File: src/rtl/core/msqw_pkg.sv
// shared types and constants for the multi-server queue wait block
`default_nettype none
package msqw_pkg;

	localparam int SERVER_COUNT = 16;
	localparam int IDX_W = (SERVER_COUNT > 1) ? $clog2(SERVER_COUNT) : 1;
	localparam int CNT_W = $clog2(SERVER_COUNT + 1);

	localparam int TIME_W = 32;
	localparam int FINISH_W = 33;
	localparam int SUM_W = 63;
	localparam int NS_W = 5;

	localparam int PADDR_W = 3;
	localparam int PDATA_W = 32;
	localparam logic ADDR_NUM_SERVERS = 1'b0;

	localparam logic [FINISH_W-1:0] FINISH_MAX = '1;
	localparam logic [SUM_W-1:0] SUM_MAX = '1;
	localparam logic [TIME_W-1:0] WAIT_MAX = '1;

	typedef struct packed {
		logic [TIME_W-1:0] arrival_time;
		logic [TIME_W-1:0] service_time;
		logic first_of_run;
	} msqw_req_t;

	typedef struct packed {
		logic [TIME_W-1:0] wait_time;
		logic [SUM_W-1:0] total_wait;
	} msqw_rsp_t;

	typedef struct packed {
		logic en;
		logic [IDX_W-1:0] addr;
		logic [FINISH_W-1:0] data;
	} msqw_wr_t;

endpackage
`default_nettype wire

File: src/rtl/core/multi_server_queue_wait.sv
// multi-server fifo queue: earliest-finish server pick, wait and total wait
// req to rsp: a scan over the n = servers in use, then update, which sets rsp valid
// when the output slot is free; requests are taken only in idle, paced by the
//   one-entry-per-cycle scan of the finish time memory through its single read port
// reset: finish times and total wait clear to zero, num_servers to 1; no clearing pass
`default_nettype none
module multi_server_queue_wait
	import msqw_pkg::*;
(
	input wire logic clk,
	input wire logic arst_n,
	input wire logic req_valid,
	output logic req_ready,
	input wire msqw_req_t req,
	output logic rsp_valid,
	input wire logic rsp_ready,
	output msqw_rsp_t rsp,
	input wire logic psel,
	input wire logic penable,
	input wire logic pwrite,
	input wire logic [PADDR_W-1:0] paddr,
	input wire logic [PDATA_W-1:0] pwdata,
	output logic [PDATA_W-1:0] prdata,
	output logic pready
);

	typedef enum logic [1:0] {
		ST_IDLE,
		ST_SCAN,
		ST_UPDATE
	} state_t;

	state_t state_q;
	logic [NS_W-1:0] num_servers_q;
	logic [TIME_W-1:0] arrival_q;
	logic [TIME_W-1:0] service_q;
	logic [CNT_W-1:0] n_q;
	logic [IDX_W-1:0] idx_q;
	logic [IDX_W-1:0] pick_q;
	logic [FINISH_W-1:0] best_q;
	logic [SUM_W-1:0] wait_sum_q;

	logic req_fire;
	logic clear_run;
	logic [CNT_W-1:0] n_use;
	logic [IDX_W-1:0] rd_addr;
	logic [IDX_W:0] idx_next;
	logic [FINISH_W-1:0] rd_data;
	logic last_entry;
	logic slot_free;
	logic late;
	logic [FINISH_W-1:0] wait_full;
	logic [FINISH_W-1:0] start_time;
	logic [FINISH_W:0] fin_sum;
	logic [FINISH_W-1:0] fin_time;
	logic [SUM_W:0] sum_full;
	logic [SUM_W-1:0] sum_next;
	logic [TIME_W-1:0] wait_sat;
	msqw_wr_t wr;

	// configuration
	assign pready = 1'b1;
	always_ff @(posedge clk or negedge arst_n) begin
		if (!arst_n) begin
			num_servers_q <= NS_W'(1);
		end else if (psel && penable && pwrite && paddr[2] == ADDR_NUM_SERVERS) begin
			num_servers_q <= pwdata[NS_W-1:0];
		end
	end

	always_comb begin
		prdata = '0;
		if (paddr[2] == ADDR_NUM_SERVERS) begin
			prdata = PDATA_W'(num_servers_q);
		end
	end

	// zero servers means one, too many means all built
	always_comb begin
		if (num_servers_q == '0) begin
			n_use = CNT_W'(1);
		end else if (32'(num_servers_q) > SERVER_COUNT) begin
			n_use = CNT_W'(SERVER_COUNT);
		end else begin
			n_use = CNT_W'(num_servers_q);
		end
	end

	assign req_ready = (state_q == ST_IDLE);
	assign req_fire = req_valid && req_ready;
	assign clear_run = req_fire && req.first_of_run;

	// read one entry ahead of the one being compared
	assign idx_next = {1'b0, idx_q} + (IDX_W+1)'(1);
	always_comb begin
		if (state_q == ST_IDLE || 32'(idx_next) >= SERVER_COUNT) begin
			rd_addr = '0;
		end else begin
			rd_addr = idx_next[IDX_W-1:0];
		end
	end

	assign last_entry = (CNT_W'(idx_q) == n_q - CNT_W'(1));
	assign slot_free = !rsp_valid || rsp_ready;

	// update arithmetic
	assign late = best_q > {1'b0, arrival_q};
	assign wait_full = late ? (best_q - {1'b0, arrival_q}) : '0;
	assign start_time = late ? best_q : {1'b0, arrival_q};
	assign fin_sum = {1'b0, start_time} + (FINISH_W+1)'(service_q);
	assign fin_time = fin_sum[FINISH_W] ? FINISH_MAX : fin_sum[FINISH_W-1:0];
	assign sum_full = {1'b0, wait_sum_q} + (SUM_W+1)'(wait_full);
	assign sum_next = sum_full[SUM_W] ? SUM_MAX : sum_full[SUM_W-1:0];
	assign wait_sat = wait_full[FINISH_W-1] ? WAIT_MAX : wait_full[TIME_W-1:0];

	always_comb begin
		wr.en = (state_q == ST_UPDATE) && slot_free;
		wr.addr = pick_q;
		wr.data = fin_time;
	end

	msqw_ftime_mem u_ftime_mem (
		.clk(clk),
		.arst_n(arst_n),
		.clear(clear_run),
		.rd_addr(rd_addr),
		.rd_data(rd_data),
		.wr(wr)
	);

	always_ff @(posedge clk) begin
		if (req_fire) begin
			arrival_q <= req.arrival_time;
			service_q <= req.service_time;
			n_q <= n_use;
		end
		if (state_q == ST_SCAN && (idx_q == '0 || rd_data < best_q)) begin
			best_q <= rd_data;
			pick_q <= idx_q;
		end
	end

	always_ff @(posedge clk or negedge arst_n) begin
		if (!arst_n) begin
			state_q <= ST_IDLE;
			idx_q <= '0;
			wait_sum_q <= '0;
			rsp_valid <= 1'b0;
			rsp <= '0;
		end else begin
			// in update a free slot loads the next transaction instead
			if (rsp_valid && rsp_ready && state_q != ST_UPDATE) begin
				rsp_valid <= 1'b0;
			end
			case (state_q)
				ST_IDLE: begin
					if (req_fire) begin
						idx_q <= '0;
						if (req.first_of_run) begin
							wait_sum_q <= '0;
						end
						state_q <= ST_SCAN;
					end
				end
				ST_SCAN: begin
					if (last_entry) begin
						state_q <= ST_UPDATE;
					end else begin
						idx_q <= idx_next[IDX_W-1:0];
					end
				end
				ST_UPDATE: begin
					// hold here while the previous transaction is still waiting
					if (slot_free) begin
						wait_sum_q <= sum_next;
						rsp.wait_time <= wait_sat;
						rsp.total_wait <= sum_next;
						rsp_valid <= 1'b1;
						state_q <= ST_IDLE;
					end
				end
				default: begin
					state_q <= ST_IDLE;
				end
			endcase
		end
	end

endmodule
`default_nettype wire

File: src/rtl/core/msqw_ftime_mem.sv
// finish time store: synchronous memory with per-entry valid bits
`default_nettype none
module msqw_ftime_mem
	import msqw_pkg::*;
(
	input wire logic clk,
	input wire logic arst_n,
	input wire logic clear,
	input wire logic [IDX_W-1:0] rd_addr,
	output logic [FINISH_W-1:0] rd_data,
	input wire msqw_wr_t wr
);

	logic [FINISH_W-1:0] mem [SERVER_COUNT];
	logic [SERVER_COUNT-1:0] valid_q;
	logic [FINISH_W-1:0] rd_data_q;
	logic rd_valid_q;

	always_ff @(posedge clk) begin
		if (wr.en) begin
			mem[wr.addr] <= wr.data;
		end
		rd_data_q <= mem[rd_addr];
	end

	always_ff @(posedge clk or negedge arst_n) begin
		if (!arst_n) begin
			valid_q <= '0;
			rd_valid_q <= 1'b0;
		end else begin
			if (clear) begin
				valid_q <= '0;
			end else if (wr.en) begin
				valid_q[wr.addr] <= 1'b1;
			end
			// a read issued while clearing sees the cleared entry
			rd_valid_q <= valid_q[rd_addr] & ~clear;
		end
	end

	// entries never written since the last clear read as zero
	assign rd_data = rd_valid_q ? rd_data_q : '0;

endmodule
`default_nettype wire
File: config.mk
export PLATFORM = sky130hd
export DESIGN_NAME = multi_server_queue_wait
export DESIGN_NICKNAME = d
export VERILOG_FILES = /design/src/rtl/core/msqw_pkg.sv /design/src/rtl/core/multi_server_queue_wait.sv /design/src/rtl/core/msqw_ftime_mem.sv
export SDC_FILE = /design/constraint.sdc
export NUM_CORES = 1
export LEC_CHECK = 0
export ABC_CLOCK_PERIOD_IN_PS = 9850
export BUFFER_PORTS_ARGS = -buffer_cell sky130_fd_sc_hd__buf_2
export CAP_MARGIN = 20
export CELL_PAD_IN_SITES_DETAIL_PLACEMENT = 1
export CELL_PAD_IN_SITES_GLOBAL_PLACEMENT = 1
export CORE_MARGIN = 5
export CORE_UTILIZATION = 54
export DETAILED_ROUTE_END_ITERATION = 10
export PLACE_DENSITY_LB_ADDON = 0.1
export SLEW_MARGIN = 15
export SYNTH_ARGS = -nofsm -noshare
export SYNTH_HDL_FRONTEND = slang
export SYNTH_SLANG_ARGS = --single-unit
File: constraint.sdc
create_clock -name clk -period 9.85 [get_ports clk]
set_input_delay 2.4625 -clock clk [delete_from_list [all_inputs] [get_ports clk]]
set_output_delay 2.4625 -clock clk [all_outputs]
set_load 0.02 [all_outputs]
==> Yosys cells after proc, flatten, opt, wreduce, memory -nomap -nowiden <==
Memory sizes are Yosys's and may differ from the RTL's. A register that Yosys moved wholly into a read port is not among the register bits.
Cells that the tools add are included.
{ "word_totals": {"register_bits": 293, "mem_bits_rw": 528, "input_bits": 107, "wordCells": 97, "n_memories": 1} }
{ "classes": {"n_addsub": 5, "n_lt_le_gt_ge": 7, "eq_ne": 9, "muxes": 31, "n_bitwise": 4, "n_reduce_logical": 25} }
{ "mem_list": {"columns": ["memory", "depth", "word_bits", "rd", "rd_clocked_by_memory_dff", "write_ports", "line", "rtl"], "rows": [
  ["u_ftime_mem.mem", 16, 33, 1, 1, 1, "msqw_ftime_mem.sv:14", "logic [FINISH_W-1:0] mem [SERVER_COUNT];"]
]} }
{ "ops": {"columns": ["cell", "count"], "rows": [
  ["two-way mux 63 bit", 4],
  ["two-way mux 33 bit", 4],
  ["case mux 63 bit (2 select lines)", 1],
  ["adder 63 x 33 -> 64 bit", 1],
  ["adder 33 x 32 -> 34 bit", 1],
  ["> comparator 33 x 32 -> 1 bit", 1],
  ["< comparator 33 bit", 1],
  ["subtractor 33 x 32 -> 33 bit", 1],
  ["two-way mux 16 bit", 2],
  ["two-way mux 32 bit", 1],
  ["OR 16 bit", 1],
  ["two-way mux 4 bit", 3],
  ["logical AND 1 bit", 10],
  ["< comparator 4 x 5 -> 1 bit (second input constant)", 2],
  ["two-way mux 5 bit", 2],
  ["!= test 2 bit (second input constant)", 4],
  ["case mux 4 bit (2 select lines)", 1],
  ["two-way mux 1 bit", 7],
  ["two-way mux 2 bit", 3],
  ["case mux 2 bit (3 select lines)", 1],
  ["AND reduction 3 bit", 2],
  ["nonzero test 2 bit", 3],
  ["adder 4 x 1 -> 5 bit (second input constant)", 1],
  ["equality test 4 x 5 -> 1 bit", 1],
  ["19 further kinds", 23]
]} }

==> Longest topological paths before layout <==
Gate-level depths: netlist (run 1).
{ "depth": {"word_depth": 7, "mapped_depth": 27, "ltp_nobuf": 22} }

==> Cells and area by module <==
A second synthesis (run 1) with hierarchy kept.
{ "unflattened": {"cells_unflattened": 2836, "hier_area_um2": 39161.3} }
{ "by_module_without_submodules": {"columns": ["module", "n_inst", "cells_each", "area_each_um2", "seq_area_each_um2"], "rows": [
  ["msqw_ftime_mem", 1, 932, 21381.8, 16941.2],
  ["multi_server_queue_wait", 1, 1904, 17779.6, 7438.4]
]} }

==> Worst setup path after synthesis (run 1) <==
No wires, ideal clock.
{ "synth_path": {"path_type": "reg-to-reg", "startpoint": "reg best_q[1]", "endpoint": "mem u_ftime_mem.mem[0][30], data pin", "setup_time_ps": 392, "arrival_ps": 5657, "t_required_ps": 9458, "path_slack_ps": 3800, "path_stages_with_launch": 21, "period_less_slack_ps": 6050, "cell_sequence": "edfxtp_1 -> ha_1 -> nor2b_1 -> o31a_1 -> o31a_1 -> o22ai_2 -> a21oi_1 -> a31o_2 -> a2bb2oi_4 -> clkbuf_1 -> o21ai_0 -> ha_1 -> fa_1 -> a21oi_1 -> nor3_1 -> o211ai_1 -> o221a_2 -> o31ai_2 -> a211oi_1 -> o41ai_1 -> o41ai_1"} }
{ "synth_between": {"elab_chain_len": 4} }
{ "synth_lines": {"columns": ["item", "line", "rtl"], "rows": [
  ["from (decl)", "multi_server_queue_wait.sv:40", "logic [FINISH_W-1:0] best_q;"],
  ["from (signal assigned)", "multi_server_queue_wait.sv:138", "best_q <= rd_data;"],
  ["> comparator 33 x 32 -> 1 bit", "multi_server_queue_wait.sv:107", "assign late = best_q > {1'b0, arrival_q};"],
  ["two-way mux 33 bit *", "multi_server_queue_wait.sv:109", "assign start_time = late ? best_q : {1'b0, arrival_q};"],
  ["adder 33 x 32 -> 34 bit *", "multi_server_queue_wait.sv:110", "assign fin_sum = {1'b0, start_time} + (FINISH_W+1)'(service_q);"],
  ["two-way mux 33 bit *", "multi_server_queue_wait.sv:111", "assign fin_time = fin_sum[FINISH_W] ? FINISH_MAX : fin_sum[FINISH_W-1:0];"],
  ["via fin_time[30]", "multi_server_queue_wait.sv:55", "logic [FINISH_W-1:0] fin_time;"],
  ["to (decl)", "msqw_ftime_mem.sv:14", null]
]} }
The timed path passes the listed nets; every way through them passes the cells marked *.

==> Worst setup path after layout (run 1) <==
{ "layout_path": {"startpoint": "reg arrival_q[1]", "endpoint": "mem u_ftime_mem.mem[5][20], data pin"} }
{ "layout_between": {"elab_chain_len": 4} }
{ "layout_lines": {"columns": ["item", "line", "rtl"], "rows": [
  ["from (decl)", "multi_server_queue_wait.sv:35", "logic [TIME_W-1:0] arrival_q;"],
  ["from (signal assigned)", "multi_server_queue_wait.sv:133", "arrival_q <= req.arrival_time;"],
  ["> comparator 33 x 32 -> 1 bit", "multi_server_queue_wait.sv:107", null],
  ["two-way mux 33 bit *", "multi_server_queue_wait.sv:109", null],
  ["adder 33 x 32 -> 34 bit *", "multi_server_queue_wait.sv:110", null],
  ["two-way mux 33 bit *", "multi_server_queue_wait.sv:111", null],
  ["via fin_time[20]", "multi_server_queue_wait.sv:55", null]
]} }
Marks and branches as above.

==> metrics.txt, run 1 <==
Max Fanout on Critical Path=31; Post-Syn Instances=3495; # resized after CTS=0; TritonRoute pass-1 iters=5; RSZ-0062 raised after global routing=false; fin cells=around 4700; CP bufs+invs=3; Sink Count=854; CP Class=reg2reg; H-Tree Depth=3; grt total ovfl=0; # hold bufs at CTS=0; Fin Setup TNS=0 ns; max frequency=between 0.1 and 0.15 GHz; layout cells sized above 1=0.120; antenna violations before repair=12; P_leak=roughly 17 nW; pin count of the biggest net entering global routing=roughly 200; top post-synthesis cells by area=edfxtp_1 47%, dfrtp_1 11%, ha_1 4.1%; Hold Crit Class=reg2reg; fin. max-slew vios=0; Critical Path RT=between 10 and 15 ns; ANT nets after route=0; I/O Buffers=around 180; P per Cell Area=405 nW/um^2; gr usage total=0.294; area of the die=roughly 81000 sq um; Area Growth Syn to Fin=12.2%; clk_skew=~0.047 ns; Top delay family on crit path=compound AO/OA/AOI/OAI gates; endpoints failing hold=0; vias in the first global route=a little over 30000; Clock Tree Root=clkbuf_16; Initial Utilization=0.544; crit end category=flop; critical path startpoint=arrival_q[1]; reported max-cap violation count=0; IO Pins=roughly 240; setup violators final=0; Syn Area/Cell=11.6 sq um; final wirelength=about 120000 um; most used flip-flop cell after synthesis=edfxtp_1; crit path launch type=flop; number of DRC markers after the initial detailed-route iteration=around 2200; minimum clock period=about 7.6 ns; Synth Register Bits=854; Post-CTS Setup Repair Bufs=0; EDFF count, synth=634; critical-path cell list=inv_1, ha_1, nor2b_1, o31a_1, o31a_1, o22ai_2, a21oi_1, a31o_2, a2bb2oi_4, buf_4, nand2_1, o21ai_0, ha_1, a21o_1, a21oi_1, nand3b_1, nand3_1, a21boi_1, o31a_1, a21oi_1, o21ai_2, buf_4, nand2_1; TritonCTS Buffers=92; hpwl dp=between 70000 and 80000 um; final net count=approximately 3900; Core ar.=74400 sq um; WP data arrival=7.84 ns; cell count after placement=approximately 4500; wire per inst=~26 um; Worst-path clk slew=about 0.06 ns; Worst-Margin Slew=between 1 and 1.5 ns; reg-to-reg slack, setup=about 2.3 ns; first-pass GRT wire length=~190000 um; post-synthesis sequential area ratio=0.602; Critical-path top delay cell=a2bb2oi_4; worst ir drop on vdd=about 0.31 mV; CP max stage delay=approximately 0.66 ns; status=finished clean; post-synth top area share=0.470; Synth Cell Area=40500 sq um; synth warn=0; via/cell ratio=about 6.3; Synth cell types=89; most numerous cell in the Yosys netlist=edfxtp_1; fin crit share=0.770; DR vias=29436; Longest Clk Path Bufs=3; Chip Height=284 um; Hold Path Origin=rsp[16]; clock insertion delay at the later pin of the skew report=between 0.6 and 0.7 ns; Slew HR=0.147; Synth async-reset ratio=0.219; # DRC=0; post-synth top area cell=edfxtp_1; r2r startpoint=arrival_q[1]; Rows=100; FILL cells=roughly 7500; most frequent cells after synthesis=634 x edfxtp_1, 378 x nand2_1, 246 x a21oi_1, 207 x nor2_1, 186 x dfrtp_1; die width=~280 um; RePlAce Congestion=about 0.9; TritonCTS clock tree=done
## sequential cells by signal, indices dropped and copies added (netlist names), 2 cells and up
name and count:
service_q 32, u_ftime_mem.valid_q 16, pick_q 4, n_q 5
arrival_q 32, u_ftime_mem.mem 528, u_ftime_mem.rd_data_q 33, state_q 2
wait_sum_q 63, rsp 95, best_q 33, idx_q 4
num_servers_q 5
## worst paths after layout
check,depth (start not counted),endpoint
worst max register to register,23,u_ftime_mem.mem[5][20]
min in group asynchronous,1,rsp[31]
max in group asynchronous,2,wait_sum_q[10]
worst min-delay path,1,rsp[16]
worst max-delay path,23,u_ftime_mem.mem[5][20]
worst min register to register,1,rsp[16]
## cell families (layout without fill, tap and decap cells)
group                      after synthesis  count (layout)  share of synthesized area
xor gates and xnor gates               105             105                     0.0227
DFF                                    854             854                      0.602
and+or+nand+nor                       1006            1006                      0.120
AOI/OAI and AO/OA                      960             960                      0.157
adders and majority gates              137             137                     0.0429
buffers and inverters                  353             518                     0.0367
other                                    2              36                   0.000185
muxes                                   78              78                     0.0194
## cells in the final DEF (no fill, tap or decap), types with 11 or more instances in the layout
master and count:
clkbuf_1 20, and3_1 15, dfrtp_1 185, clkbuf_16 95, nand4_1 24, xor2_1 39, inv_1 121, mux2i_1 72
a21oi_1 245, and2_1 105, o21bai_1 22, o21a_1 29, ha_1 134, a211oi_1 120, nor2b_1 18, conb_1 28
o2bb2ai_1 16, clkinv_2 20, o211ai_1 14, o21ai_0 157, nand2_1 375, nand2b_1 22, nand3_1 46, a2111oi_0 69
a31oi_1 89, xnor2_1 66, nor3b_1 28, clkbuf_8 11, nor3_1 96, nor2_4 12, a21o_1 105, nor2_1 195
or3_1 12, dfxtp_1 33, buf_2 178, buf_4 44, edfxtp_1 634
## metrics by stage
stage / total power, W / area, sq um / setup slack, ns / utilization / hold WS (ns)
4_1_cts: 0.0184 / 45400 / 1.99 / 0.610 / 0.484
2_1_floorplan: 0.0118 / 40600 / 3.80 / - / 0.423
5_1_grt: 0.0194 / 45500 / 1.91 / 0.611 / 0.496
3_5_place_dp: 0.0147 / 42300 / 2.07 / 0.568 / 0.466
6_report: 0.0184 / 45500 / 2.26 / 0.611 / 0.481
3_3_place_gp: 0.0141 / 42300 / 2.45 / 0.568 / 0.453
## power by group
group / leakage [nW] / internal [W] / switching, W
clock: 1.55 / 0.00210 / 0.00149
sequential: 8.31 / 0.00585 / 0.000407
combinational: 7.53 / 0.00250 / 0.00608
## cell type report
type                       instances  area [sq um]  area share
sequential                       854         24400       0.536
tap                              969          1210      0.0267
antenna                            8          20.0    0.000440
timing repair buffer             224          1250      0.0276
clock inverter                    47           581      0.0128
clock buffer                     125          2590      0.0570
inverter                         122           458      0.0101
multi-input combinational       2314         15000       0.329
## routing by layer
layer | share of wire | track usage
met2 | 0.49 | 0.503
met5 | 0.00023 | 0
met4 | 0.042 | 0.119
met3 | 0.061 | 0.0447
met1 | 0.40 | 0.377
(Power assumes the default switching activity.)
==> inputs of run 2 (changes only) <==
- ABC_AREA: not set -> 1
- ABC_CLOCK_PERIOD_IN_PS: 9850 -> 6800
- CORE_UTILIZATION: 54 -> 43
- clock period: 9.85 -> 6.8 ns (I/O delays scaled with it)
==> run 2 against run 1 <==
  * Sequential cell count unchanged
  * Die area grew 33%
  * Worst setup slack worse by 1.4 ns
  * Area after synthesis up 6.8%
  * Worst hold slack worse by 0.010 ns
  * Sequential power grew 35%
==> metrics.txt, run 2 <==
worst ir drop on vdd=0.552 mV (was 0.314 mV); final net count=5107 (was 3852); Worst-Margin Slew=1.05 ns (was 1.28 ns); Post-CTS Setup Repair Bufs=0 (unchanged); Synth cell types=59 (was 89); # resized after CTS=0 (unchanged); CP bufs+invs=1 (was 3); hpwl dp=94500 um (was 77900 um); post-synthesis sequential area ratio=0.563 (was 0.602); gr usage total=0.254 (was 0.294); wire per inst=22.1 um (was 26.2 um); endpoints failing hold=0 (unchanged); synthesized-area fraction occupied by adder cells=0.0401 (was 0.0429); area share of and/or/nand/nor cells after synthesis=0.203 (was 0.120); Fin Setup TNS=0 ns (unchanged); setup violators final=0 (unchanged); Max Fanout on Critical Path=51 (was 31); register name with the most flops=u_ftime_mem.mem (unchanged); RSZ-0062 raised after global routing=false (unchanged); max FFs per register=528 (unchanged); H-Tree Depth=3 (unchanged); Critical Path RT=6.99 ns (was 10.10 ns); reg-to-reg slack, setup=0.91 ns (was 2.26 ns); antenna violations before repair=9 (was 12); clock insertion delay at the later pin of the skew report=0.68 ns (was 0.67 ns); Syn Area/Cell=9.22 sq um (was 11.6 sq um); FILL cells=11440 (was 7537); most used flip-flop cell after synthesis=edfxtp_1 (unchanged); placed cell areas=45600 sq um (was 42300 sq um); first-pass GRT wire length=209000 um (was 185000 um); EDFF count, synth=634 (unchanged); top post-synthesis cells by area=edfxtp_1 44%, nand2_1 11%, dfrtp_1 11% (was edfxtp_1 47%, dfrtp_1 11%, ha_1 4.1%); WP data arrival=6.08 ns (was 7.84 ns); fin crit share=0.866 (was 0.770); vias in the first global route=34189 (was 31095); crit end category=flop (unchanged); largest family of logic cells by synthesized area=simple AND/OR/NAND/NOR gates (was compound AO/OA/AOI/OAI gates); Synth Register Bits=854 (unchanged); Area Growth Syn to Fin=12.8% (was 12.2%); Chip Height=327 um (was 284 um); number of DRC markers after the initial detailed-route iteration=2106 (was 2231); I/O Buffers=179 (unchanged); critical path startpoint=best_q[27] (was arrival_q[1]); Hold Path Origin=rsp[84] (was rsp[16]); Reg2Reg Depth=17 (was 23); Synth Cell Area=43300 sq um (was 40500 sq um); reg2reg end=u_ftime_mem.mem[5][29] (was u_ftime_mem.mem[5][20]); final wirelength=138000 um (was 122000 um); grt total ovfl=0 (unchanged); top flop regs=u_ftime_mem.mem: 528 flops, rsp: 95 flops, wait_sum_q: 63 flops (unchanged); Sink Count=854 (unchanged); reported max-cap violation count=0 (unchanged); design area=48800 sq um (was 45500 sq um); CP max stage delay=0.73 ns (was 0.66 ns); Hold Crit Class=reg2reg (unchanged); layout cells sized above 1=0.103 (was 0.120); post-synth top area share=0.440 (was 0.470); TritonCTS Buffers=93 (was 92); grt met1 use=0.335 (was 0.377); TritonCTS clock tree=done (unchanged); pin count of the biggest net entering global routing=154 (was 201); Post-Syn Instances=4693 (was 3495); mux cell area share after synthesis=0.0153 (was 0.0194); Core ar.=100000 sq um (was 74400 sq um); Worst-path clk slew=0.06 ns (about the same); IO Pins=237 (unchanged); post-synthesis xor/xnor area fraction=0.0138 (was 0.0227); crit path launch type=flop (unchanged); # DRC=0 (unchanged); post-synth top area cell=edfxtp_1 (unchanged); CP Class=reg2reg (unchanged); status=finished clean (unchanged); Rows=116 (was 100); Critical-path top delay cell=nand3_1 (was a2bb2oi_4); clk_skew=0.0427 ns (was 0.0467 ns); critical-path cell list=ha_1, nand2_1, nor2_1, inv_1, nor4_2, nand2_1, nand2_4, nand2_4, o21ai_0, ha_1, a21oi_1, o21ai_0, a21oi_1, o21ai_0, nand2_1, and3_1, nand3_1 (was inv_1, ha_1, nor2b_1, o31a_1, o31a_1, o22ai_2, a21oi_1, a31o_2, a2bb2oi_4, buf_4, nand2_1, o21ai_0, ha_1, a21o_1, a21oi_1, nand3b_1, nand3_1, a21boi_1, o31a_1, a21oi_1, o21ai_2, buf_4, nand2_1); P_leak=22.1 nW (was 17.4 nW); total number of cells along the worst setup path=17 (was 23); met3 Use GR=0.0264 (was 0.0447); RePlAce Congestion=0.889 (was 0.915); Initial Utilization=0.433 (was 0.544); Synth async-reset ratio=0.219 (unchanged); crit path to=u_ftime_mem.mem[5][29] (was u_ftime_mem.mem[5][20]); die width=327 um (was 284 um); synth warn=0 (unchanged); P per Cell Area=532 nW/um^2 (was 405 nW/um^2); Longest Clk Path Bufs=3 (unchanged); most frequent cells in the layout=1290 x nand2_1, 634 x edfxtp_1, 583 x inv_1, 421 x nor2_1, 311 x o21ai_0 (was 634 x edfxtp_1, 375 x nand2_1, 245 x a21oi_1, 195 x nor2_1, 185 x dfrtp_1); most frequent cells after synthesis=1292 x nand2_1, 634 x edfxtp_1, 585 x inv_1, 441 x nor2_1, 311 x o21ai_0 (was 634 x edfxtp_1, 378 x nand2_1, 246 x a21oi_1, 207 x nor2_1, 186 x dfrtp_1); via/cell ratio=5.35 (was 6.31); minimum clock period=5.89 ns (was 7.59 ns); fin. max-slew vios=0 (unchanged); TritonRoute pass-1 iters=5 (unchanged); max frequency=0.170 GHz (was 0.132 GHz); DR vias=33392 (was 29436); most numerous cell in the Yosys netlist=nand2_1 (was edfxtp_1); area of the die=107000 sq um (was 80600 sq um); ANT nets after route=0 (unchanged); post-synthesis compound-gate area fraction=0.0918 (was 0.157); Top delay family on crit path=simple AND/OR/NAND/NOR gates (was compound AO/OA/AOI/OAI gates); Slew HR=0.301 (was 0.147); # hold bufs at CTS=0 (unchanged); most common cell after layout, fill and taps aside=nand2_1 (was edfxtp_1); Clock Tree Root=clkbuf_16 (unchanged); M2 GR Usage=0.444 (was 0.503); r2r startpoint=best_q[27] (was arrival_q[1]); global route hottest layer=met2 (unchanged)
-- run 2: cell count changes after synthesis, sizes merged, moves of 125 or more --
| cell | previous run | this run |
|---|---|---|
| a21oi | 247 | 122 |
| inv | 122 | 589 |
| nand2 | 380 | 1306 |
| nand3 | 46 | 202 |
| nor2 | 207 | 446 |
| o21ai | 162 | 354 |
-- run 2: how the worst min path moves through the flow --
stage,depth (start not counted),end,slack [ns]
4_1_cts,2,rsp[56],0.48
5_1_grt,2,rsp[56],0.49
3_3_place_gp,2,rsp[56],0.46
2_1_floorplan,2,wait_sum_q[32],0.46
3_5_place_dp,2,rsp[84],0.46
6_report,2,rsp[84],0.47
-- run 2: worst min-delay path: cells and delay by family (launching register included) --
family           cells  cell delay (ns)
DFF                  1             0.33
and+or+nand+nor      2             0.10
-- run 2: layout make-up --
| cell class | instances | area (sq um) | area share |
|---|---|---|---|
| flip-flops and latches | 854 | 24400 | 0.500 |
| multi-input cells | 3092 | 16000 | 0.328 |
| clock buffers | 130 | 2600 | 0.0532 |
| inverters | 591 | 2220 | 0.0456 |
| well taps | 1298 | 1620 | 0.0333 |
| repair buffers | 231 | 1370 | 0.0281 |
| clock inverters | 43 | 577 | 0.0118 |
| diodes | 2 | 5.00 | 0.000103 |
-- run 2: where the power goes --
group	internal [W]	total, W	switching (W)
clock network	0.00307	0.00520	0.00214
registers	0.00803	0.00844	0.000411
logic	0.00333	0.0123	0.00901
-- run 2: routing by layer --
metal	vias to the layer above	wire, um
met2	691	68100
met3	206	4860
met1	16614	60700
li1	15881	-
met4	0	4220
met5	-	0
-- run 2: cells by family after synthesis --
logic type | Yosys count
other cells | 2
flops | 854
fa+ha+maj | 137
compound gates | 672
mux | 66
simple gates | 2121
xor+xnor | 68
buf+inv | 773
-- run 2: stage by stage --
step / setup slack, ns / hold slack, ns / total power (W) / std cells / utilization
after global routing: 0.492 / 0.491 / 0.0277 / 6240 / 0.488
after global placement: 0.893 / 0.458 / 0.0206 / 6066 / 0.456
final: 0.908 / 0.470 / 0.0260 / 6241 / 0.488
after floorplan: 0.884 / 0.455 / 0.0164 / 4719 / -
after CTS: 0.843 / 0.476 / 0.0262 / 6239 / 0.488
after detailed placement: 0.889 / 0.460 / 0.0209 / 6066 / 0.456
==> inputs of run 3 (changes only) <==
- RECOVER_POWER: not set -> 50
==> run 3 against run 2 <==
  * The flow now finishes with violations (capacitance limit, slew limit)
  * Core utilization down 0.26 points
  * Critical path type unchanged
  * Largest cell class unchanged
  * Clock skew fell by 0.0031 ns
  * Critical path depth fell by 7
==> metrics.txt, run 3 (synthesis gave the netlist of run 2 again) <==
reg2reg end=u_ftime_mem.rd_data_q[14] (was u_ftime_mem.mem[5][29]); FILL cells=11498 (was 11440); RePlAce Congestion=0.889 (unchanged); total number of cells along the worst setup path=10 (was 17); fin crit share=0.891 (was 0.866); Slew HR=-1.95 (was 0.301); WP data arrival=6.63 ns (was 6.08 ns); max frequency=0.165 GHz (was 0.170 GHz); pin count of the biggest net entering global routing=154 (unchanged); Post-CTS Setup Repair Bufs=0 (unchanged); Area Growth Syn to Fin=12.2% (was 12.8%); critical-path cell list=clkinvlp_2, ha_1, inv_1, nor2_4, clkbuf_2, clkinv_2, buf_4, o21ai_0, o211ai_1, nand2_1 (was ha_1, nand2_1, nor2_1, inv_1, nor4_2, nand2_1, nand2_4, nand2_4, o21ai_0, ha_1, a21oi_1, o21ai_0, a21oi_1, o21ai_0, nand2_1, and3_1, nand3_1); final net count=5107 (unchanged); final wirelength=138000 um (about the same); crit path launch type=flop (unchanged); reported max-cap violation count=8 (was 0); minimum clock period=6.06 ns (was 5.89 ns); Core ar.=100000 sq um (unchanged); area of the die=107000 sq um (unchanged); die width=327 um (unchanged); max FFs per register=528 (unchanged); Sink Count=854 (unchanged); Clock Tree Root=clkbuf_16 (unchanged); Worst Hold End=rsp[20] (was rsp[84]); Critical-path top delay cell=clkinvlp_2 (was nand3_1); clock insertion delay at the later pin of the skew report=0.68 ns (about the same); Hold Path Depth=2 (unchanged); wire per inst=22.1 um (about the same); setup violators final=0 (unchanged); Critical Path RT=7.37 ns (was 6.99 ns); layout cells sized above 1=0.0759 (was 0.103); Rows=116 (unchanged); endpoints failing hold=0 (unchanged); top flop regs=u_ftime_mem.mem: 528 flops, rsp: 95 flops, wait_sum_q: 63 flops (unchanged); Hold WS=0.476 ns (was 0.470 ns); Worst-Margin Slew=4.42 ns (was 1.05 ns); RSZ-0062 raised after global routing=false (unchanged); Reg2Reg Depth=10 (was 17); Top delay family on crit path=buffers and inverters (was simple AND/OR/NAND/NOR gates); TritonRoute pass-1 iters=5 (unchanged); antenna violations before repair=7 (was 9); first-pass GRT wire length=209000 um (unchanged); Fin Setup TNS=0 ns (unchanged); CP max stage delay=1.31 ns (was 0.73 ns); Worst-path clk slew=0.06 ns (about the same); register name with the most flops=u_ftime_mem.mem (unchanged); gr usage total=0.254 (unchanged); worst ir drop on vdd=0.553 mV (was 0.552 mV); TritonCTS Buffers=93 (unchanged); I/O Buffers=179 (unchanged); clk_skew=0.0396 ns (was 0.0427 ns); fin. max-slew vios=480 (was 0); Hold Path Origin=rsp[20] (was rsp[84]); H-Tree Depth=3 (unchanged); reg-to-reg slack, setup=0.74 ns (was 0.91 ns); # resized after CTS=0 (unchanged); Chip Height=327 um (unchanged); most common cell after layout, fill and taps aside=nand2_1 (unchanged); ANT nets after route=0 (unchanged); via/cell ratio=5.36 (was 5.35); DR vias=33442 (was 33392); crit end category=flop (unchanged); P per Cell Area=534 nW/um^2 (was 532 nW/um^2); P_leak=21.6 nW (was 22.1 nW); Hold Crit Class=reg2reg (unchanged); number of DRC markers after the initial detailed-route iteration=2100 (was 2106); # DRC=0 (unchanged); IO Pins=237 (unchanged); CP Class=reg2reg (unchanged); failing checks=capacitance limit, slew limit; TritonCTS clock tree=done (unchanged); grt total ovfl=0 (unchanged); hpwl dp=94500 um (unchanged); most frequent cells in the layout=1290 x nand2_1, 634 x edfxtp_1, 583 x inv_1, 425 x nor2_1, 313 x o21ai_0 (was 1290 x nand2_1, 634 x edfxtp_1, 583 x inv_1, 421 x nor2_1, 311 x o21ai_0); r2r startpoint=idx_q[0] (was best_q[27]); Initial Utilization=0.433 (unchanged); CP bufs+invs=5 (was 1); Longest Clk Path Bufs=3 (unchanged); status=finished, violations left (was finished clean); vias in the first global route=34189 (unchanged); # hold bufs at CTS=0 (unchanged); Max Fanout on Critical Path=41 (was 51)
[run 3: cell count changes in the layout (fill, tap and decap cells not counted), sizes merged]
cell | before | now
buf | 230 | 90
diode | 2 | 3
clkinv | 31 | 32
clkinvlp | 4 | 5
clkbuf | 131 | 271
inv | 589 | 587
[run 3: power by group]
group / total (W) / switching (W) / leakage, nW / internal, W
sequential: 0.00845 / 0.000416 / 8.57 / 0.00804
clock: 0.00519 / 0.00213 / 1.54 / 0.00307
combinational: 0.0123 / 0.00901 / 11.4 / 0.00328
total: 0.0259 / 0.0116 / 21.6 / 0.0144
[run 3: metal layers]
layer | GRT usage | vias to the layer above | routed length, um
met2 | 0.444 | 716 | 68300
met4 | 0.0761 | 0 | 4210
li1 | - | 15884 | -
met1 | 0.335 | 16629 | 60300
met3 | 0.0264 | 213 | 5330
met5 | 0 | - | 0
[run 3: final cells by class]
class | instances | area, sq um | area share
Sequential cell | 854 | 24400 | 0.502
Multi-Input combinational cell | 3092 | 16000 | 0.329
Clock inverter | 43 | 577 | 0.0119
Timing Repair Buffer | 231 | 1150 | 0.0237
Antenna cell | 3 | 7.51 | 0.000155
Tap cell | 1298 | 1620 | 0.0335
Inverter | 591 | 2220 | 0.0458
Clock buffer | 130 | 2600 | 0.0535
[run 3: worst max path at each step]
stage               slack, ns                   endpoint        from
floorplan                0.88             wait_sum_q[55]   req_valid
global placement         0.89    u_ftime_mem.mem[14][26]  best_q[27]
detailed placement       0.89     u_ftime_mem.mem[0][29]  best_q[27]
CTS                      0.84     u_ftime_mem.mem[0][29]  best_q[27]
global route             0.44   u_ftime_mem.rd_data_q[3]    idx_q[0]
finish                   0.74  u_ftime_mem.rd_data_q[14]    idx_q[0]
[run 3: through the flow]
step	worst slack, ns	std cells	area [sq um]	util	power [W]
after floorplan	0.884	4719	43400	-	0.0164
after global placement	0.893	6066	45600	0.456	0.0206
after detailed placement	0.889	6066	45600	0.456	0.0209
after CTS	0.843	6239	48800	0.488	0.0262
after global routing	0.437	6240	48500	0.485	0.0277
final	0.741	6242	48500	0.485	0.0259
[run 3: tightest hold or removal path: stages, from the launching register on]
cell	delay [ns]
dfrtp_1	0.34
nand2_1	0.05
nand2_1	0.05
